File: config.mk
export PLATFORM = sky130hd
export DESIGN_NAME = psarw_front
export DESIGN_NICKNAME = d
export VERILOG_FILES = /design/src/psarw_pkg.sv /design/src/psarw_front.sv
export SDC_FILE = /design/constraint.sdc
export NUM_CORES = 1
export LEC_CHECK = 0
export BUFFER_PORTS_ARGS = -buffer_cell sky130_fd_sc_hd__buf_2
export CORE_AREA = 3 3 161 163
export CTS_BUF_LIST = sky130_fd_sc_hd__clkbuf_8
export CTS_CLUSTER_DIAMETER = 80
export CTS_CLUSTER_SIZE = 30
export DETAILED_ROUTE_END_ITERATION = 10
export DIE_AREA = 0 0 164 166
export SKIP_LAST_GASP = 1
export SLEW_MARGIN = 15
export SYNTH_ARGS = -nofsm -noshare
export SYNTH_HDL_FRONTEND = slang
export SYNTH_SLANG_ARGS = --single-unit
File: constraint.sdc
create_clock -name i_clk -period 1 [get_ports i_clk]
set_input_delay 0.15 -clock i_clk [delete_from_list [all_inputs] [get_ports i_clk]]
set_output_delay 0.15 -clock i_clk [all_outputs]
set_load 0.03 [all_outputs]
File: src/psarw_pkg.sv
// Shared types, constants and status codes of the anti-replay window unit.
package psarw_pkg;
    localparam int SOURCES   = 16;
    localparam int SRC_W     = 4;
    localparam int WINDOW    = 32;
    localparam int MAP_W     = WINDOW + 1;
    localparam int KIDX_W    = 6;

    localparam logic [2:0] ST_OK        = 3'd0;
    localparam logic [2:0] ST_UNCHECKED = 3'd1;
    localparam logic [2:0] ST_BAD_EPOCH = 3'd2;
    localparam logic [2:0] ST_STALE     = 3'd3;
    localparam logic [2:0] ST_FLOOR     = 3'd4;
    localparam logic [2:0] ST_REPLAY    = 3'd5;
    localparam logic [2:0] ST_WINDOW    = 3'd6;

    typedef struct packed {
        logic              unchecked;
        logic              bad_epoch;
        logic [SRC_W-1:0]  src;
        logic [63:0]       epoch;
        logic [63:0]       tail;
        logic [63:0]       seq;
    } t_claim;

    typedef struct packed {
        logic [63:0]       epoch;
        logic [63:0]       tail;
        logic [63:0]       high;
        logic [MAP_W-1:0]  map;
    } t_entry;
endpackage

File: src/psarw_front.sv
// Front end: version register, beat acceptance and early classification.
module psarw_front (
    input  logic                       i_clk,
    input  logic                       i_rst_n,
    input  logic                       i_cfg_we,
    input  logic [7:0]                 i_cfg_data,
    input  logic                       i_in_valid,
    output logic                       o_in_ready,
    input  logic [7:0]                 i_version,
    input  logic [psarw_pkg::SRC_W-1:0] i_source_index,
    input  logic [63:0]                i_boot_epoch_value,
    input  logic [63:0]                i_boot_tail,
    input  logic [63:0]                i_seq_number,
    input  logic                       i_q_full,
    output logic                       o_push,
    output psarw_pkg::t_claim          o_claim
);
    logic [7:0] r_guarded;

    always_ff @(posedge i_clk) begin
        if (!i_rst_n) begin
            r_guarded <= 8'd3;
        end else if (i_cfg_we) begin
            r_guarded <= i_cfg_data;
        end
    end

    assign o_in_ready = !i_q_full;
    assign o_push     = i_in_valid && !i_q_full;

    always_comb begin
        o_claim.unchecked = (i_version != r_guarded);
        o_claim.bad_epoch = (i_boot_epoch_value == 64'd0);
        o_claim.src       = i_source_index;
        o_claim.epoch     = i_boot_epoch_value;
        o_claim.tail      = i_boot_tail;
        o_claim.seq       = i_seq_number;
    end
endmodule

Word level (Yosys, flattened, before mapping)
Cells that the tools add are included.
{"block": "totals", "reg_bits": 8, "in_bits": 217, "out_inout_bits": 200, "word_cells": 5}
{"block": "classes", "eq_ne": 1, "reduce_logical": 3}
{"operator": "$logic_not 64->1", "n": 1}
{"operator": "$ne 8x8->1", "n": 1}
{"operator": "$logic_and 1x1->1", "n": 1}
{"operator": "$logic_not 1->1", "n": 1}

Logic depth before layout (Yosys ltp)
{"block": "depth", "depth_word": 2, "ltp_mapped": 3}

Worst setup path before layout
No wires, ideal clock.
{"block": "synth_timing", "path_kind": "input to output", "from": "in i_boot_epoch_value[0]", "to": "out o_claim[196] (netlist bit)", "t_arrival_ps": 1213, "required_ps": 850, "path_slack_ps": -363, "path_stages": 3, "path_cell_list": "nor4_1 > nand4_1 > nor4_2"}
{"element": "from (decl)", "line": "psarw_front.sv:11", "text": "input logic [63:0] i_boot_epoch_value,"}
{"element": "to (decl)", "line": "psarw_front.sv:16", "text": "output psarw_pkg::t_claim o_claim"}

==> flow_summary.yaml <==
cells_and_area:
  finalNonFillerCells: 550
  drive_above_1_share_pct: 80.53
  reg.largest.list: "r_guarded: 8 flops"
  syn2layout_area_growth_pct: -3.063
  diodes: 0
  final_cell_mix: "buf_2 (148), buf_4 (14), nor4_1 (10)"
  n_fill_cell: 2864
  final_common_cell: "buf_2"
  largest-register: "r_guarded"
  multi_input_area_um2: 440.4
  regArea_um2: 166.4
  largest_reg_flops: 8
  nets: 445
yosys:
  synth_nets: 472
  synth_area_leaders: "buf_4 (74%), dfxtp_1 (8.0%), nor4_1 (5.3%), mux2i_1 (4.0%), xor2_1 (3.5%)"
  syn_area_um2: 2002
  synth_top_area_cell: "buf_4"
  seq_area_frac_synth_pct: 8.000
  synth.distinct_cells: 11
  yosys_warnings: 0
  ys_ff_latch: 8
  synthCells: 255
  yosys.area.top_type_share_pct: 73.50
  synth_area_per_cell_um2: 7.851
global_routing:
  grtUsageTotal_pct: 4.847
  met3_usage_pct: 4.265
  grt_pass1_wl_um: 9301
  grtUsageMet2_pct: 7.780
  busiest_layer: "met2"
  antenna_found_initial: 0
  grt_max_degree: 9
  grt_pass1_vias: 1401
  grt.met1_usage_pct: 4.071
  grt_overflow: 0
pwr:
  powerDensity_nw_per_um2: 791.3
  ir_drop_mv: 0.6901
  leakage_uw: 0.0009027
worst_setup_path:
  cp_top_family: "simple AND/OR/NAND/NOR gates"
  cp_common_cell: "nor4_4"
  timing.rr.end: "r_guarded[0]$_SDFFE_PN1P_"
  path_buf_inv: 2
  slowest_delay_ns: 0.41
  worstSetupEndpointType: "primary output"
  worstPathArrival_ns: 1.44
  crit_end: "o_claim[196]"
  path_depth: 5
  crit_required_ns: 0.85
  worstSetupStartpoint: "i_boot_epoch_value[59]"
  r2r_cells: 2
  path_cells: "buf_8 > nor4_4 > nand4_1 > nor4_4 > buf_4"
  critPathLaunchType: "input port"
  cp_max_fo: 2
  critPathKind: "input port to primary output"
  r2r-start: "r_guarded[0]$_SDFFE_PN1P_"
  slowest_stage: "nor4_4"
  regToRegSetupSlack_ns: 0.39
die:
  row_count: 57
  die_area_um2: 27220
  fp.dieW_um: 164
  start_util_pct: 8.184
  dieHeight_um: 166
  fp.coreArea_um2: 24460
  ioPinCount: 417
sta:
  drv_slew: 0
  hold_viol_final: 0
  fin_tns_setup_ns: -0.9530
  max_freq_ghz: 0.6299
  skew_ns: 0
  timing.final.crit_share_pct: 158.7
  relSlewSlack_pct: 74.54
  setup_violations: 2
  final.min_clock_period_ns: 1.587
  worst_pin_slew_ns: 0.3791
  rsz0062_at_grt: "true"
  worst_slack_ns: -0.5874
clock_network:
  clk_pin_slew_ns: 0.04
  clock_sink_count: 8
  clock_path_buffers: 2
  root_buffer: "clkbuf_8"
  cts_tree: "yes"
  htree_levels: 1
  insertion_delay_ns: 0.23
  cts_inserted_buffers: 3
run:
  maxCapViolCount: 0
detailed_routing:
  drt_wl_total_um: 7463
  wire_per_inst_um: 13.57
  firstDrtPassIters: 4
  ant_nets: 0
  drt_iter0_drc: 14
  vias_per_cell: 2.513
  drc: 0
  vias: 1382
hold_path:
  hold_path.class: "input port to flip-flop"
place:
  place.gp.congestion: 0.6154
  numPortBuffers: 152
  dp_hpwl_um: 6810
  place_inst: 547
outcome:
  violations: "setup timing"
  status: "finished, violations left"
worst min path at each step:
stage	start	endpoint	slack, ns	cells past startpoint
finish	i_cfg_data[1]	r_guarded[1]$_SDFFE_PN1P_	0.14	3
global route	i_cfg_data[1]	r_guarded[1]$_SDFFE_PN1P_	0.15	3
CTS	i_cfg_data[1]	r_guarded[1]$_SDFFE_PN1P_	0.13	3
detailed placement	i_boot_tail[39]	o_claim[103]	0.30	0
global placement	i_boot_tail[39]	o_claim[103]	0.30	0
floorplan	i_rst_n	r_guarded[0]$_SDFFE_PN1P_	0.21	1
cell type report:
cell class,instances,share of cell area [%]
Clock buffer,3,2.128
Multi-Input combinational cell,49,22.70
Tap cell,324,20.89
Timing Repair Buffer,165,45.52
Sequential cell,8,8.575
Inverter,1,0.1934
synth_stat cells (all sizes together):
library cell and instances:
xor2 8, mux2i 8, nand2 3, inv 1, nor2b 7, nand4 4
dfxtp 8, buf 197, nor4 19
metrics by stage:
stage,util (%),hold slack (ns),total power [uW],setup WS (ns),area [um^2]
floorplan,-,0.2119,1915,-0.2160,2067
global placement,7.580,0.3002,1140,-0.8594,1854
detailed placement,7.580,0.3002,1148,-0.8345,1854
CTS,7.908,0.1324,1558,-0.7220,1934
global route,7.933,0.1542,1637,-0.7552,1941
finish,7.933,0.1384,1536,-0.5874,1941
kinds of logic (layout without fill, tap and decap cells):
group	Yosys count	in the layout	synth area share [%]
AND/OR/NAND/NOR	33	33	10.56
XOR/XNOR	8	8	3.500
multiplexers	8	8	4.000
buffers and inverters	198	169	73.94
flip-flops	8	8	8.000
metal layers:
layer | vias to the layer above | wire, um
met5 | - | 0
met4 | 0 | 334
met3 | 37 | 1603
met2 | 231 | 3386
met1 | 546 | 2139
li1 | 568 | -
worst register-to-register path, delay by kind of cell (launching register included):
kind / cells / cell delay [ns]
DFF: 1 / 0.32
muxes: 1 / 0.12
and+or+nand+nor: 1 / 0.06
power by group:
| group | internal (uW) | switching (uW) |
|---|---|---|
| Clock | 261 | 128 |
| Combinational | 293 | 497 |
| Sequential | 343 | 13.9 |
timing repair:
action                                  in CTS  in global routing
hold endpoints to repair                     0                  0
hold buffers                                 0                  0
gates resized for setup                     10                  1
pin swaps                                    7                  3
endpoints found under the setup margin       2                  2
setup buffers                                0                  0
(Power assumes the default switching activity.)
