File: src/psarw_pkg.sv
// Shared types, constants and status codes of the anti-replay window unit.
package psarw_pkg;
    localparam int SOURCES   = 16;
    localparam int SRC_W     = 4;
    localparam int WINDOW    = 32;
    localparam int MAP_W     = WINDOW + 1;
    localparam int KIDX_W    = 6;

    localparam logic [2:0] ST_OK        = 3'd0;
    localparam logic [2:0] ST_UNCHECKED = 3'd1;
    localparam logic [2:0] ST_BAD_EPOCH = 3'd2;
    localparam logic [2:0] ST_STALE     = 3'd3;
    localparam logic [2:0] ST_FLOOR     = 3'd4;
    localparam logic [2:0] ST_REPLAY    = 3'd5;
    localparam logic [2:0] ST_WINDOW    = 3'd6;

    typedef struct packed {
        logic              unchecked;
        logic              bad_epoch;
        logic [SRC_W-1:0]  src;
        logic [63:0]       epoch;
        logic [63:0]       tail;
        logic [63:0]       seq;
    } t_claim;

    typedef struct packed {
        logic [63:0]       epoch;
        logic [63:0]       tail;
        logic [63:0]       high;
        logic [MAP_W-1:0]  map;
    } t_entry;
endpackage

File: src/psarw_queue.sv
// Two-deep claim queue between front and back ends.
module psarw_queue (
    input  logic              i_clk,
    input  logic              i_rst_n,
    input  logic              i_push,
    input  psarw_pkg::t_claim i_claim,
    output logic              o_full,
    input  logic              i_pop,
    output logic              o_valid,
    output psarw_pkg::t_claim o_claim
);
    psarw_pkg::t_claim r_slot [2];
    logic              r_wp, n_wp, r_rp, n_rp;
    logic [1:0]        r_cnt, n_cnt;

    always_comb begin
        n_wp  = i_push ? ~r_wp : r_wp;
        n_rp  = i_pop ? ~r_rp : r_rp;
        n_cnt = r_cnt + {1'b0, i_push} - {1'b0, i_pop};
    end

    always_ff @(posedge i_clk) begin
        if (!i_rst_n) begin
            r_wp  <= 1'b0;
            r_rp  <= 1'b0;
            r_cnt <= 2'd0;
        end else begin
            r_wp  <= n_wp;
            r_rp  <= n_rp;
            r_cnt <= n_cnt;
        end
    end

    always_ff @(posedge i_clk) begin
        if (i_push) begin
            r_slot[r_wp] <= i_claim;
        end
    end

    assign o_full  = (r_cnt == 2'd2);
    assign o_valid = (r_cnt != 2'd0);
    assign o_claim = r_slot[r_rp];
endmodule

File: config.mk
export PLATFORM = sky130hd
export DESIGN_NAME = psarw_queue
export DESIGN_NICKNAME = d
export VERILOG_FILES = /design/src/psarw_pkg.sv /design/src/psarw_queue.sv
export SDC_FILE = /design/constraint.sdc
export NUM_CORES = 1
export LEC_CHECK = 0
export BUFFER_PORTS_ARGS = -buffer_cell sky130_fd_sc_hd__buf_2
export CORE_AREA = 2 2 178 250
export CTS_CLUSTER_SIZE = 14
export DETAILED_ROUTE_END_ITERATION = 8
export DIE_AREA = 0 0 180 252
export PLACE_DENSITY = 0.55
export SETUP_SLACK_MARGIN = 0.15
export SYNTH_ARGS = -nofsm -noshare
export SYNTH_HDL_FRONTEND = slang
export SYNTH_SLANG_ARGS = --single-unit
File: constraint.sdc
create_clock -name i_clk -period 17.8 [get_ports i_clk]
set_input_delay 1.78 -clock i_clk [delete_from_list [all_inputs] [get_ports i_clk]]
set_output_delay 1.78 -clock i_clk [all_outputs]
set_load 0.01 [all_outputs]
# Word level (Yosys, flattened, before mapping)
# Memories as Yosys holds them, arrays and structs flattened. A register that Yosys moved wholly into a read port is not among the register bits.
# Index checks and enable logic that the tools add are counted.
# word_totals
ramBits	396
in_bits	202
memories	1
out_inout_bits	200
ff_bits	4
# op_classes
n_mux	4
n_bitwise	2
n_eq_ne	1
reduce_logical	1
add_sub_neg	2
# mem_list
memory	words	width	read_ports	rd_ports_with_merged_regs	wr	line_no	source
r_slot	2	198	1	1	1	psarw_queue.sv:12	psarw_pkg::t_claim r_slot [2];
# ops
cell	n
$mux 1	4
$add 2x1->2	1
$eq 2x2->1 const B	1
$not 1->1	2
$reduce_bool 2->1	1
$sub 2x1->2	1

# Logic depth before layout (Yosys ltp)
# Gate-level depths: netlist of the first run.
# logic_depth
word_depth	3
depth_mapped	6
mapped_depth_nobuf	6

# Worst setup path before layout of the first run
# No wires, ideal clock.
# synth_timing
path_kind	input to register
from	input i_push
to	register r_wp
setup_slack_ps	6657
arrival_time_ps	11045
n_path_buf	0
t_required_ps	17701
path_stages	2
setup_ps	99
cell_sequence	nor2b_1 o21a_1
# synth_lines
element	line_no	source
from (decl)	psarw_queue.sv:5	input logic i_push,
to (signal assigned)	psarw_queue.sv:28	r_wp <= n_wp;
to (decl)	psarw_queue.sv:13	logic r_wp, n_wp, r_rp, n_rp;

==> results of run 1 <==
sequential cells by signal, indices dropped and copies added, names as in the netlist, named ones only:
| name | count |
|---|---|
| r_cnt | 2 |
| r_wp | 1 |
| r_rp | 1 |
| r_slot | 396 |
path summary, 6_finish.rpt:
kind | cells past startpoint | slack (ns) | to | start
max | 4 | 12.49 | o_claim[75] | flop
min | 2 | 0.58 | flop | r_rp
max reg2reg | 2 | 15.24 | r_slot[1][131] | r_wp
min reg2reg | 2 | 0.58 | flop | r_rp
per-stage QoR:
stage	instance area (sq um)	std cells
2_1_floorplan	14900	637
4_1_cts	18800	1644
6_report	18800	1648
3_5_place_dp	17500	1576
5_1_grt	18800	1645
3_3_place_gp	17500	1576
power by group through the flow:
| stage | logic, uW | registers, uW | clock network (uW) |
|---|---|---|---|
| after floorplan | 142 | 1130 | 0 |
| after global placement | 228 | 1130 | 0 |
| after detailed placement | 231 | 1130 | 0 |
| after CTS | 231 | 1110 | 854 |
| after global routing | 243 | 1110 | 891 |
| final | 225 | 1110 | 828 |
layout by cell type (no fill, tap or decap), drive strengths merged:
| master | count |
|---|---|
| or2 | 1 |
| diode | 4 |
| clkbuf | 51 |
| xor2 | 1 |
| mux2 | 198 |
| o21a | 1 |
| inv | 2 |
| bufinv | 5 |
| and2 | 4 |
| buf | 409 |
| xnor3 | 1 |
| ha | 2 |
| nor2b | 4 |
| clkinv | 12 |
| dfxtp | 5 |
| edfxtp | 396 |
cells by family (layout without fill, tap and decap cells):
logic type | after synthesis | count (layout) | synth area share, %
other | 0 | 4 | 0
AND/OR/NAND/NOR | 9 | 9 | 0.377
XOR/XNOR | 2 | 2 | 0.209
multiplexers | 198 | 198 | 17.5
AO/OA/AOI/OAI | 1 | 1 | 0.0503
adder cells (fa/ha/maj) | 2 | 2 | 0.168
flip-flops | 401 | 401 | 80.3
buffers and inverters | 24 | 479 | 1.42
worst max-delay path: cells and delay by family (launching register included):
kind     cells  cell delay (ns)
buf+inv      3             1.60
mux          1             0.42
flops        1             0.83
layout make-up:
type / instances / area share [%]
repair buffers: 409 / 11.0
clock inverters: 17 / 1.13
well taps: 552 / 3.68
inverters: 2 / 0.0400
flip-flops and latches: 401 / 63.9
multi-input cells: 212 / 14.6
diodes: 4 / 0.0533
clock buffers: 51 / 5.66
metal layers:
metal  vias up  track usage, %  wire (um)
met2       292            24.3      16700
met4         6            6.18       1240
li1       3400               -          -
met5         -               0         35
met1      3613            14.6      11900
met3        68            4.30       2440
==> metrics.csv, run 1 <==
metric;value;unit
Net Sw Frac;21.4;%
DR WL/cell;19.6;um
Crit Path Category;flop to output pin;
Max Freq;188;MHz
Seq/Total Area, Yosys;80.3;%
Remaining DRCs;0;
CP required;16.02;ns
H-Tree Depth;2;
sequential share of power;51.3;%
fraction of layout cells with a size suffix above 1;60.8;%
total global routing overflow;0;
IO Port Bufs;401;
first-pass GRT wire length;46.2;mm
Bufs on Longest Clock Path;3;
pin count of the biggest net entering global routing;71;
Worst Path Arrival;3.53;ns
Power Total;2160;uW
via count;7379;
critical path's most frequent cell;buf_4;
CTS tree;yes;
Yosys top cell by area;edfxtp_1;
Chip Height;252;um
core area;42900;sq um
final WL;32.2;mm
total CTS buffers;39;
Tcrit/Tclk final;29.8;%
Gate power share;10.4;%
final worst setup slack;12.49;ns
Detailed Route Iter0 Violations;422;
Worst Hold Class;flop to flop;
CP Cell Sequence;buf_4 > buf_4 > mux2_2 > buf_2;
Pint;1700;uW
Seq cells post-synth;401;
multi-input logic area;2740;sq um
Total Routing Usage GR;13.6;%
Power Dens Cells;115;nW/um^2
Post-Synthesis Mean Instance Area;23.4;sq um
Relative slew margins;32.8;%
endpoints failing setup;0;
Max Slew Vio Count;0;
post-synthesis cell area;14900;sq um
register area;12000;sq um
post_cts resized;0;
die area;45400;sq um
gpl congestion;0.759;
critical path startpoint category;flop;
FILL cells;3807;
clock latency on the worst-skew pair;0.52;ns
IO Count;402;
unrepaired setup endpoints after global routing;false;
initial core utilization;34.8;%
Reg clk slew, reported paths;0.06;ns
vias in the first global route;7883;
slowest stage delay, CP;0.83;ns
LEAKAGE;0.00719;uW
worst-path fanout max;63;
TNS Setup;0;ns
setup bufs post-CTS;0;
syn_nets;841;
Post-DP HPWL;21.9;mm
Synth top area share;79.6;%
synth top area cells;edfxtp_1 (80%), mux2_4 (10%), mux2_2 (7.3%), buf_6 (1.1%), dfxtp_1 (0.67%);
pre-CTS setup slack;12.93;ns
Layout area overhead;25.8;%
Mapped Cells;637;
net count reported at finish;1269;
# hold bufs at CTS;0;
Slowest cell on crit path;dfxtp_4;
EDFF count, synth;396;
fin crit period;5.31;ns
Root Buffer;clkbuf_16;
Worst Max-Slew Pin Slew;1.01;ns
Max-cap violations;0;
Worst Setup End Kind;output pin;
die extent in x;180;um
NetSw;464;uW
Ys Warns;0;
top-count cell post-synth;edfxtp_1;
final design utilization;43.8;%
hold slack;0.577;ns
Hold Fails Final Rpt;0;
outcome;finished, final reports clean;
initial antenna violation count;6;
clock share of power;38.3;%
CTS Sinks;401;
DR vias/cell;4.48;
share of flip-flops with an asynchronous set or reset;0;%
# rows;90;
Commonest cells post-synth;edfxtp_1 (396), mux2_4 (101), mux2_2 (97), buf_6 (15), buf_2 (7);
VDD IR max;0.105;mV
main flop type after synthesis;edfxtp_1;
Clock Skew;0.0103;ns
number of library cell types mapped by synthesis;14;
drt pass-1 iters;4;
Routed Antenna Nets;0;
(Power assumes the default switching activity.)
==> run 2, diff against run 1 <==
clock period = 5.1 ns   (was 17.8 ns; I/O delays follow)
==> run 2 against run 1 <==
  * Final area about the same
  * First-iteration DRC count down 4.0%
  * Clock skew up 0.0019 ns
  * Power rose to 3.4 times the previous value
  * Worst setup slack worse by 10 ns
  * Clock power rose to 3.3 times the previous value
  * Die area unchanged
  * Critical path depth down 1
  * Hold slack worse by 0.42 ns
  * Sequential share of layout area up 0.051 points
  * Register-to-register slack worse by 12 ns
  * Final cell count about the same
==> metrics.csv, run 2 (synthesized netlist as in run 1, its figures left out) <==
metric;value;unit;change
Max-cap violations;0;;unchanged
worst-path fanout max;83;;+32%
Detailed Route Iter0 Violations;405;;-4.0%
Layout area overhead;25.7;%;about the same
most common cell after layout, fill and taps aside;buf_2;;
commonest non-fill, non-tap cells in the layout;buf_2 (401), edfxtp_1 (396), mux2_4 (101), mux2_2 (97), clkbuf_16 (41);;
Worst Hold Class;input port to flop;;
vias in the first global route;7932;;+0.62%
fraction of layout cells with a size suffix above 1;61.0;%;+0.20 points
unrepaired setup endpoints after global routing;false;;
gpl congestion;0.766;;+0.94%
Reg-to-Reg Start;r_wp;;
worst hold start;i_claim[32];;
critical path startpoint category;flop;;
Placed Instances;1574;;-0.13%
max reg flops;396;;unchanged
worst r2r dst;r_slot[1][91];;
total global routing overflow;0;;unchanged
LEAKAGE;0.00717;uW;-0.35%
Slowest cell on crit path;dfxtp_4;;
endpoints failing setup;0;;unchanged
Post-DP HPWL;21.1;mm;-3.4%
outcome;finished, final reports clean;;
Bufs on Longest Clock Path;3;;unchanged
Max Freq;326;MHz;
clock latency on the worst-skew pair;0.54;ns;+0.02 ns
# rows;90;;unchanged
via count;7369;;-0.14%
Root Buffer;clkbuf_16;;
Top Registers;r_slot: 396 flops, r_cnt: 2 flops;;
die extent in x;180;um;unchanged
Power Total;7400;uW;+240%
pin count of the biggest net entering global routing;129;;+82%
Chip Height;252;um;unchanged
Clock Skew;0.0122;ns;+0.00192 ns
H-Tree Depth;2;;unchanged
# hold bufs at CTS;0;;unchanged
DR WL/cell;19.1;um;-2.4%
Largest Register;r_slot;;
DR vias/cell;4.47;;-0.20%
Remaining DRCs;0;;unchanged
Worst Setup End Kind;output pin;;
Hold Fails Final Rpt;0;;unchanged
Crit Path Category;flop to output pin;;
fin crit period;3.07;ns;
core area;42900;sq um;unchanged
setup bufs post-CTS;0;;unchanged
VDD IR max;0.318;mV;+200%
Power Dens Cells;394;nW/um^2;+240%
IO Port Bufs;401;;unchanged
die area;45400;sq um;unchanged
Reg clk slew, reported paths;0.06;ns;about the same
slowest stage delay, CP;0.80;ns;-0.03 ns
CP Cell Sequence;buf_12 > mux2_2 > buf_2;;
initial antenna violation count;12;;+6
Max Slew Vio Count;0;;unchanged
first-pass GRT wire length;45.9;mm;-0.82%
CTS Sinks;401;;unchanged
net count reported at finish;1268;;-0.079%
CP required;4.59;ns;-11.43 ns
CTS tree;yes;;
post_cts resized;0;;unchanged
Relative slew margins;31.4;%;-1.4 points
Routed Antenna Nets;0;;unchanged
Tcrit/Tclk final;60.1;%;
initial core utilization;34.8;%;unchanged
final WL;31.5;mm;-2.3%
Worst Path Arrival;2.56;ns;-0.97 ns
Total Routing Usage GR;13.3;%;-0.23 points
TNS Setup;0;ns;unchanged
worst setup path end;o_claim[26];;
drt pass-1 iters;4;;unchanged
Worst Max-Slew Pin Slew;1.03;ns;+0.0209 ns
total CTS buffers;40;;+2.6%
Worst R2R Path Depth;2;;unchanged
fin cells;1649;;+0.061%
reg2reg setup slack;3.03;ns;-12.21 ns
IO Count;402;;unchanged
run 2: worst min-delay path by stage:
stage	depth (start not counted)	slack [ns]	to
after floorplan	2	0.55	flop
after global placement	2	0.57	r_rp
final	1	0.16	r_slot[0][32]
after CTS	1	0.13	r_slot[0][5]
after global routing	1	0.13	r_slot[0][194]
after detailed placement	2	0.59	r_rp
run 2: final cells by class:
type	count	area (sq um)
fillers	3889	24100
flip-flops and latches	401	12000
multi-input cells	212	2740
repair buffers	407	2110
clock buffers	51	1080
well taps	552	691
clock inverters	17	121
diodes	7	17.5
inverters	2	7.51
run 2: per-stage QoR:
step	utilization (%)	instance area, sq um	setup WS (ns)	hold slack [ns]
after floorplan	-	14900	1.18	0.555
after global placement	40.9	17500	2.59	0.567
after detailed placement	40.9	17500	2.57	0.593
after CTS	43.7	18800	1.99	0.127
after global routing	43.7	18800	1.88	0.132
final	43.7	18800	2.03	0.159
run 2: worst max-delay path, delay by kind of cell (launching register included):
kind     cells  cell delay, ns
flops        1            0.80
mux          1            0.42
buf+inv      2            0.60
run 2: where the power goes:
part	internal, uW	switching, uW
Sequential	3820	55.8
Combinational	399	396
Clock	1550	1180
run 2: per-layer routing:
layer  track usage (%)  wire length, um  vias up
li1                  -                -     3410
met1              13.3            10800     3625
met2              24.6            17200      265
met3              4.73             2450       59
met4              6.16              940       10
met5                 0               67        -
