[config.mk]
export PLATFORM = sky130hd
export DESIGN_NAME = psarw_back
export DESIGN_NICKNAME = d
export VERILOG_FILES = /design/src/psarw_pkg.sv /design/src/psarw_back.sv
export SDC_FILE = /design/constraint.sdc
export NUM_CORES = 2
export LEC_CHECK = 0
export BUFFER_PORTS_ARGS = -buffer_cell sky130_fd_sc_hd__buf_4
export CAP_MARGIN = 20
export CORE_MARGIN = 2
export CORE_UTILIZATION = 45
export CTS_BUF_LIST = sky130_fd_sc_hd__clkbuf_2 sky130_fd_sc_hd__clkbuf_4 sky130_fd_sc_hd__clkbuf_8
export CTS_CLUSTER_SIZE = 16
export DETAILED_ROUTE_END_ITERATION = 6
export PLACE_DENSITY = 0.59
export SLEW_MARGIN = 20
export SYNTH_ARGS = -nofsm -noshare
export SYNTH_HDL_FRONTEND = slang
export SYNTH_SLANG_ARGS = --single-unit
export TNS_END_PERCENT = 30
[constraint.sdc]
create_clock -name i_clk -period 30.4 [get_ports i_clk]
set_input_delay 3.04 -clock i_clk [delete_from_list [all_inputs] [get_ports i_clk]]
set_output_delay 3.04 -clock i_clk [all_outputs]
set_load 0.02 [all_outputs]
[src/psarw_pkg.sv]
// Shared types, constants and status codes of the anti-replay window unit.
package psarw_pkg;
    localparam int SOURCES   = 16;
    localparam int SRC_W     = 4;
    localparam int WINDOW    = 32;
    localparam int MAP_W     = WINDOW + 1;
    localparam int KIDX_W    = 6;

    localparam logic [2:0] ST_OK        = 3'd0;
    localparam logic [2:0] ST_UNCHECKED = 3'd1;
    localparam logic [2:0] ST_BAD_EPOCH = 3'd2;
    localparam logic [2:0] ST_STALE     = 3'd3;
    localparam logic [2:0] ST_FLOOR     = 3'd4;
    localparam logic [2:0] ST_REPLAY    = 3'd5;
    localparam logic [2:0] ST_WINDOW    = 3'd6;

    typedef struct packed {
        logic              unchecked;
        logic              bad_epoch;
        logic [SRC_W-1:0]  src;
        logic [63:0]       epoch;
        logic [63:0]       tail;
        logic [63:0]       seq;
    } t_claim;

    typedef struct packed {
        logic [63:0]       epoch;
        logic [63:0]       tail;
        logic [63:0]       high;
        logic [MAP_W-1:0]  map;
    } t_entry;
endpackage

[src/psarw_back.sv]
// Back end: source table read-modify-write and result register.
module psarw_back (
    input  logic              i_clk,
    input  logic              i_rst_n,
    input  logic              i_q_valid,
    input  psarw_pkg::t_claim i_claim,
    output logic              o_pop,
    output logic              o_out_valid,
    input  logic              i_out_ready,
    output logic              o_accepted,
    output logic [2:0]        o_status,
    output logic              o_state_changed
);
    localparam logic S_IDLE = 1'b0;
    localparam logic S_EVAL = 1'b1;

    psarw_pkg::t_entry         mem [psarw_pkg::SOURCES];
    logic [psarw_pkg::SOURCES-1:0] r_vbits;
    logic                      r_state;
    psarw_pkg::t_claim         r_claim;
    psarw_pkg::t_entry         r_rd;
    logic                      r_hit_valid;
    logic                      r_out_valid;
    logic                      r_acc, r_chg;
    logic [2:0]                r_st;

    logic                      done, wr_en;
    logic                      n_acc, n_chg;
    logic [2:0]                n_st;
    psarw_pkg::t_entry         n_ent;
    logic [63:0]               k_back, k_fwd;
    logic [psarw_pkg::MAP_W-1:0] map_new;
    localparam logic [psarw_pkg::MAP_W-1:0] ONE_M = {{(psarw_pkg::MAP_W-1){1'b0}}, 1'b1};
    localparam logic [63:0] WIN64 = 64'(psarw_pkg::WINDOW);

    assign o_pop = (r_state == S_IDLE) && i_q_valid;
    assign done  = (r_state == S_EVAL) && (!r_out_valid || i_out_ready);

    always_comb begin
        n_acc   = 1'b0;
        n_chg   = 1'b0;
        n_st    = psarw_pkg::ST_OK;
        wr_en   = 1'b0;
        n_ent   = r_rd;
        k_back  = r_rd.high - r_claim.seq;
        k_fwd   = r_claim.seq - r_rd.high;
        map_new = r_rd.map;
        if (r_claim.unchecked) begin
            n_acc = 1'b1;
            n_st  = psarw_pkg::ST_UNCHECKED;
        end else if (r_claim.bad_epoch) begin
            n_st = psarw_pkg::ST_BAD_EPOCH;
        end else if (!r_hit_valid || r_rd.epoch != r_claim.epoch
                     || r_rd.tail != r_claim.tail) begin
            if (r_hit_valid && r_claim.epoch <= r_rd.epoch) begin
                n_st = psarw_pkg::ST_STALE;
            end else begin
                n_acc       = 1'b1;
                n_chg       = 1'b1;
                wr_en       = 1'b1;
                n_ent.epoch = r_claim.epoch;
                n_ent.tail  = r_claim.tail;
                n_ent.high  = r_claim.seq;
                n_ent.map   = ONE_M;
            end
        end else if (r_claim.seq == 64'd0) begin
            n_st = psarw_pkg::ST_FLOOR;
        end else if (r_claim.seq <= r_rd.high && k_back <= WIN64
                     && r_rd.map[k_back[psarw_pkg::KIDX_W-1:0]]) begin
            n_st = psarw_pkg::ST_REPLAY;
        end else if (r_rd.high > WIN64 && r_claim.seq <= r_rd.high - WIN64) begin
            n_st = psarw_pkg::ST_WINDOW;
        end else begin
            n_acc = 1'b1;
            wr_en = 1'b1;
            if (r_claim.seq > r_rd.high) begin
                n_chg = 1'b1;
                if (k_fwd > WIN64) begin
                    map_new = ONE_M;
                end else begin
                    map_new = (r_rd.map << k_fwd[psarw_pkg::KIDX_W-1:0]) | ONE_M;
                end
                n_ent.high = r_claim.seq;
            end else begin
                map_new[k_back[psarw_pkg::KIDX_W-1:0]] = 1'b1;
            end
            if (n_ent.high > WIN64) begin
                map_new[psarw_pkg::MAP_W-1] = 1'b0;
            end
            n_ent.map = map_new;
        end
    end

    always_ff @(posedge i_clk) begin
        if (!i_rst_n) begin
            r_state     <= S_IDLE;
            r_vbits     <= '0;
            r_out_valid <= 1'b0;
        end else begin
            unique case (r_state)
                S_IDLE: begin
                    if (i_q_valid) begin
                        r_state <= S_EVAL;
                    end
                end
                S_EVAL: begin
                    if (done) begin
                        r_state <= S_IDLE;
                    end
                end
                default: r_state <= S_IDLE;
            endcase
            if (done && wr_en) begin
                r_vbits[r_claim.src] <= 1'b1;
            end
            if (done) begin
                r_out_valid <= 1'b1;
            end else if (i_out_ready) begin
                r_out_valid <= 1'b0;
            end
        end
    end

    always_ff @(posedge i_clk) begin
        if (o_pop) begin
            r_claim     <= i_claim;
            r_rd        <= mem[i_claim.src];
            r_hit_valid <= r_vbits[i_claim.src];
        end
        if (done && wr_en) begin
            mem[r_claim.src] <= n_ent;
        end
        if (done) begin
            r_acc <= n_acc;
            r_st  <= n_st;
            r_chg <= n_chg;
        end
    end

    assign o_out_valid     = r_out_valid;
    assign o_accepted      = r_acc;
    assign o_status        = r_st;
    assign o_state_changed = r_chg;
endmodule

### Word-level counts from Yosys, hierarchy flattened

Memory sizes are Yosys's and may differ from the RTL's. A register that Yosys moved wholly into a read port is not among the register bits.
Index checks and enable logic that the tools add are counted.

* register bits: 222
* latch bits: 0
* bits in writable memories: 3600
* bits in read-only memories: 0
* input port bits: 202
* word-level logic and storage cells: 105
* memories kept: 1

* add/sub/neg operators: 3
* multipliers: 0
* div/mod/pow operators: 0
* order comparisons: 13
* equality and inequality tests: 2
* shift operators: 1
* mux-type cells: 51
* bitwise logic cells: 3
* reductions and logical operators: 17

Memory list
* mem: words 16, bits a word 225, read ports 1, clocked after memory_dff 1, write ports 1, line psarw_back.sv:17 `psarw_pkg::t_entry mem [psarw_pkg::SOURCES];`

Operators with widths (number)
* 225-bit two-way mux: 3
* 64-bit two-way mux: 7
* 97-bit two-way mux: 4
* 64-bit by 6-bit > comparator with 1-bit output, second input constant: 3
* 64-bit less-or-equal comparator: 3
* 128-bit two-way mux: 1
* 64-bit != test: 2
* 64-bit subtractor: 2
* 33-bit two-way mux: 2
* 64-bit > comparator: 1
* 64-bit by 6-bit less-or-equal comparator with 1-bit output, second input constant: 1
* 64-bit logical NOT: 1
* 64-bit by 6-bit subtractor with 64-bit output, second input constant: 1
* 33-bit bitwise OR: 1
* 33-bit by 6-bit left shift with 33-bit output: 1
* 1-bit two-way mux: 23
* 16-bit bitwise OR: 1
* 3-bit two-way mux: 4
* 4-bit by 5-bit < comparator with 1-bit output, second input constant: 2
* 1-bit logical AND: 9
* 6-bit by 7-bit < comparator with 1-bit output, second input constant: 1
* 1-bit binary-select mux with 6-bit select: 1
* 1-bit demux with 6-bit select: 1
* 6-bit by 1-bit greater-or-equal comparator with 1-bit output, second input constant: 1
* 10 further kinds: 14

### Depth between registers and ports, before layout

* depth after elaboration: 17
* mapped depth: 28
* gate-level depth less buffers: 26

### Least setup slack after synthesis

Ideal clock, no wire load.

* path kind: reg2reg
* start point: register, netlist name r_rd[45]
* end point: memory mem[0][0] (netlist bit), enable pin
* setup time: 1363 ps
* arrival: 26627 ps
* data required time: 29037 ps
* slack: 2410 ps
* stages on the path, launching flop included: 25
* path buffers: 0
* clock period less this slack: 27990 ps
* cell sequence: edfxtp_1 or4_1 or3_1 nor3_2 nand3_1 or2_1 inv_1 nand3_1 or3_1 or4_1 or4_1 nor3_1 xnor2_1 ha_1 nand2_1 nor3_1 and4_1 nand4_1 o22ai_1 a211oi_1 o21ai_0 nand3_1 nor2_1 a21oi_4 nor4_1

* longest elaborated chain between the ends: 12

Ends and longest elaborated chain
* 64-bit by 6-bit subtractor with 64-bit output or 64-bit subtractor (tied branches): line psarw_back.sv:71, psarw_back.sv:45
* 64-bit less-or-equal comparator or 64-bit by 6-bit less-or-equal comparator with 1-bit output (tied branches): line psarw_back.sv:71, psarw_back.sv:68
* 1-bit logical AND (on tied branches): line psarw_back.sv:71, psarw_back.sv:68
* 1-bit two-way mux or 1-bit logical AND (tied branches): line psarw_back.sv:71, psarw_back.sv:69
* 1-bit two-way mux (*): line psarw_back.sv:68 `end else if (r_claim.seq <= r_rd.high && k_back <= WIN64`
* 1-bit two-way mux (*): line psarw_back.sv:66 `end else if (r_claim.seq == 64'd0) begin`
* 1-bit two-way mux (*): line psarw_back.sv:53 `end else if (!r_hit_valid || r_rd.epoch != r_claim.epoch`
* 1-bit two-way mux (*): line psarw_back.sv:51 `end else if (r_claim.bad_epoch) begin`
* 1-bit two-way mux (*): line psarw_back.sv:48 `if (r_claim.unchecked) begin`
* 1-bit logical AND (*): line psarw_back.sv:130 `if (done && wr_en) begin`
* 1-bit two-way mux (*): line psarw_back.sv:130
* 1-bit two-way mux (implied by the code) (*): line psarw_back.sv:131 `mem[r_claim.src] <= n_ent;`
* end: declaration: line psarw_back.sv:17

Every way passes the cells marked *; elsewhere a longest branch is shown, timed or not.

### Final worst setup path

* start point: register, netlist name r_rd[45]
* end point: memory mem[3][133] (netlist bit), enable pin

* longest elaborated chain between the ends: 12

Ends and longest elaborated chain (line)
* 64-bit by 6-bit subtractor with 64-bit output or 64-bit subtractor (tied branches): psarw_back.sv:71, psarw_back.sv:45
* 64-bit less-or-equal comparator or 64-bit by 6-bit less-or-equal comparator with 1-bit output (tied branches): psarw_back.sv:71, psarw_back.sv:68
* 1-bit logical AND (on tied branches): psarw_back.sv:71, psarw_back.sv:68
* 1-bit two-way mux or 1-bit logical AND (tied branches): psarw_back.sv:71, psarw_back.sv:69
* 1-bit two-way mux (*): psarw_back.sv:68
* 1-bit two-way mux (*): psarw_back.sv:66
* 1-bit two-way mux (*): psarw_back.sv:53
* 1-bit two-way mux (*): psarw_back.sv:51
* 1-bit two-way mux (*): psarw_back.sv:48
* 1-bit logical AND (*): psarw_back.sv:130
* 1-bit two-way mux (*): psarw_back.sv:130
* 1-bit two-way mux (implied by the code) (*): psarw_back.sv:131

Marks and branches as above.

==> qor.yml <==
logic_synthesis:
  ys_async_sr_fraction_pct: 0
  synth_nets: 8949
  syn_area_um2: 167000
  synth_fa_ha_area_share_pct: 1.90
  synth_compound_area_share_pct: 3.77
  yosys.area_share.simple_pct: 3.25
  ys_seq_area_share_pct: 72.5
  synth_edf_count: 4029
  synth_seq_cells: 4047
  synth_mux_area_share_pct: 16.1
  syn_inst: 8494
  synth_ff_type: "edfxtp_1"
  yosys_warnings: 0
  synth-xor-area-share_pct: 0.942
  synth_top_family_by_area: "multiplexers"
  synth_cell_type_count: 95
  syn-mean-instance-area_um2: 19.7
pwr:
  p_seq_share_pct: 52.4
  power_density_nw_per_um2: 64.3
  pwr-share-comb_pct: 9.8
  intPower_mw: 9.16
  p_clk_share_pct: 37.8
  p_switching_mw: 3.00
  vdd_drop_max_uv: 48.9
  power.share.switching_pct: 24.7
  power.total_mw: 12.2
  leakage_nw: 61.3
timing:
  finalSetupViolations: 0
  min_period_ps: 10730
  max_freq_ghz: 0.0932
  slew_headroom_pct: 16.4
  period_share_pct: 35.3
  maxSlewViolCount: 0
  timing_hold_violations_final: 0
  tns_ps: 0
  finClkSkew_ps: 136
  rsz0062_at_grt: "no"
  worst_pin_slew_ps: 1240
clocking:
  cts_buffers: 658
  cts_sinks: 4047
  clk_path_buf_depth: 4
  cts_hold_buf: 0
  tritoncts: "yes"
  cts-resized-gates: 0
  clock_latency_ps: 1210
  htree_levels: 6
  clk_pin_slew_ps: 60
  root_buffer: "clkbuf_8"
  cts_setup_buffers: 0
route:
  route.vias.total: 88500
  dr.first_iter.drc_count: 8918
  wl_per_cell_um: 31.5
  drt_wl_total_um: 465000
  final_antenna_net_count: 0
  via_per_inst: 6.00
  drc: 0
  dr.pass1.iters: 5
die:
  ios: 209
  die_h_um: 614
  die_x_um: 614
  rows: 223
  design.core.area_um2: 370000
  die-area_um2: 377000
  start_util_pct: 45.3
critical_path:
  end_kind: "flip-flop"
  crit_type: "flip-flop to flip-flop"
  rr_worst_depth: 26
  startpoint_type: "flip-flop"
  cp_max_fo: 44
  cp_data_required_time_ps: 31180
  cp_data_arrival_time_ps: 11500
finish:
  final_cell_count_no_fill: 14700
  fin_area_um2: 189000
  syn2layout_area_growth_pct: 13.0
  nNetsFinal: 9736
  final_layout_size_suffix_gt1_share_pct: 29.1
  seqCellArea_um2: 121000
  multi_input_area_um2: 43700
  nFillCells: 29600
global_route:
  grt_use_total_pct: 24.6
  grt_antenna_before_repair: 11
  grt_max_degree: 118
  grt_pass1_wl_um: 665000
  grt_overflow_total: 0
  first_global_vias: 91300
placed_design:
  portBuffers: 208
  place_area_um2: 176000
  gp_congestion: 0.936
  place_hpwl_um: 278000
  placed_cells: 13600
min_path:
  hold_path_class: "flip-flop to flip-flop"
  holdPathStages: 1
job:
  maxCapViolCount: 0
run_status:
  status: "finished clean"
-- cell families after synthesis --
| family | after synthesis |
|---|---|
| xor+xnor | 180 |
| compound gates | 1027 |
| fa+ha+maj | 253 |
| simple gates | 1094 |
| buf+inv | 651 |
| flops | 4047 |
| mux | 1242 |
-- critical path, stage by stage, from the launching register on --
cell      delay (ps)
edfxtp_1         490
or4_1            600
or3_1            380
nor3_2           230
nand3_1          180
or2_1            310
inv_1            110
nand3_1          270
or3_1            490
or4_1            500
or4_1            490
nor3_1           240
xnor2_1          100
ha_1             320
nand2_1           90
nor3_1           330
inv_1            110
nor2_1           150
nand4_1          290
o21ai_0          400
nand3_1          360
nor2_1           420
a21oi_4          300
nor4_4           800
buf_4            660
buf_4            780
buf_4            810
-- layer usage --
metal	vias to the layer above	routed length, um	GRT usage (%)
met2	3411	231000	41.0
met4	2	16100	8.30
met3	768	27100	3.24
met1	47400	191000	33.6
met5	-	11	0
li1	36900	-	-
-- cells in the final DEF (no fill, tap or decap), drive strengths merged, types with 29 or more instances in the layout --
cell type,n
o21a,50
nor4,85
nor2,210
nand3,74
mux2i,29
edfxtp,4029
ha,251
nand2,393
mux2,59
a21o,77
buf,524
nand4,95
mux4,1154
xor2,67
clkbuf,905
nor3,69
inv,286
xnor2,113
a21oi,286
o21ai,347
clkinv,208
-- final timing paths --
check | from | to | slack [ps]
max | r_rd[45] | mem[3][133] | 19670
min | r_vbits[3] | r_vbits[3] | 460
max reg2reg | r_rd[45] | mem[3][133] | 19670
min reg2reg | r_vbits[3] | r_vbits[3] | 460
-- sequential cells by signal, indices dropped and copies added, names as in the netlist --
register	count
mem	3600
o_accepted	1
o_out_valid	1
o_state_changed	1
o_status	3
r_claim	198
r_hit_valid	1
r_rd	225
r_state	1
r_vbits	16
-- power groups by stage --
| stage | registers, mW | logic (mW) | clock network [mW] |
|---|---|---|---|
| 4_1_cts | 6.37 | 1.18 | 4.72 |
| 5_1_grt | 6.37 | 1.26 | 4.95 |
| 3_3_place_gp | 6.48 | 1.16 | 0 |
| 2_1_floorplan | 6.48 | 0.716 | 0 |
| 3_5_place_dp | 6.48 | 1.17 | 0 |
| 6_report | 6.37 | 1.19 | 4.60 |
-- stage by stage --
step                setup slack, ps  hold WS (ps)  utilization [%]
floorplan                      2410           435                -
global placement              19740           441             47.7
detailed placement            19740           448             47.7
CTS                           19740           463             51.1
global route                  19250           472             51.2
finish                        19670           464             51.2
-- synthesized netlist by cell type, drive strengths merged, types with 29 or more instances --
cell type	instances	area [um2]
edfxtp	4029	121000
mux4	1154	26000
nand2	393	1480
o21ai	347	1740
a21oi	286	1460
clkbuf	284	1070
inv	252	946
ha	251	3140
nor2	210	788
buf	115	542
xnor2	113	990
nand4	95	607
nor4	85	613
a21o	77	578
nand3	74	370
nor3	69	355
xor2	67	587
mux2	59	664
o21a	50	375
mux2i	29	290
-- area by class of cell --
cell class | instances | area share [%]
antenna | 3 | 0.00397
clock buffer | 903 | 5.79
clock inverter | 267 | 0.927
inverter | 252 | 0.500
multi-input combinational | 3796 | 23.1
sequential | 4047 | 64.2
tap | 4950 | 3.27
timing repair buffer | 526 | 2.22
No activity file was read; power rests on OpenSTA's default activity.
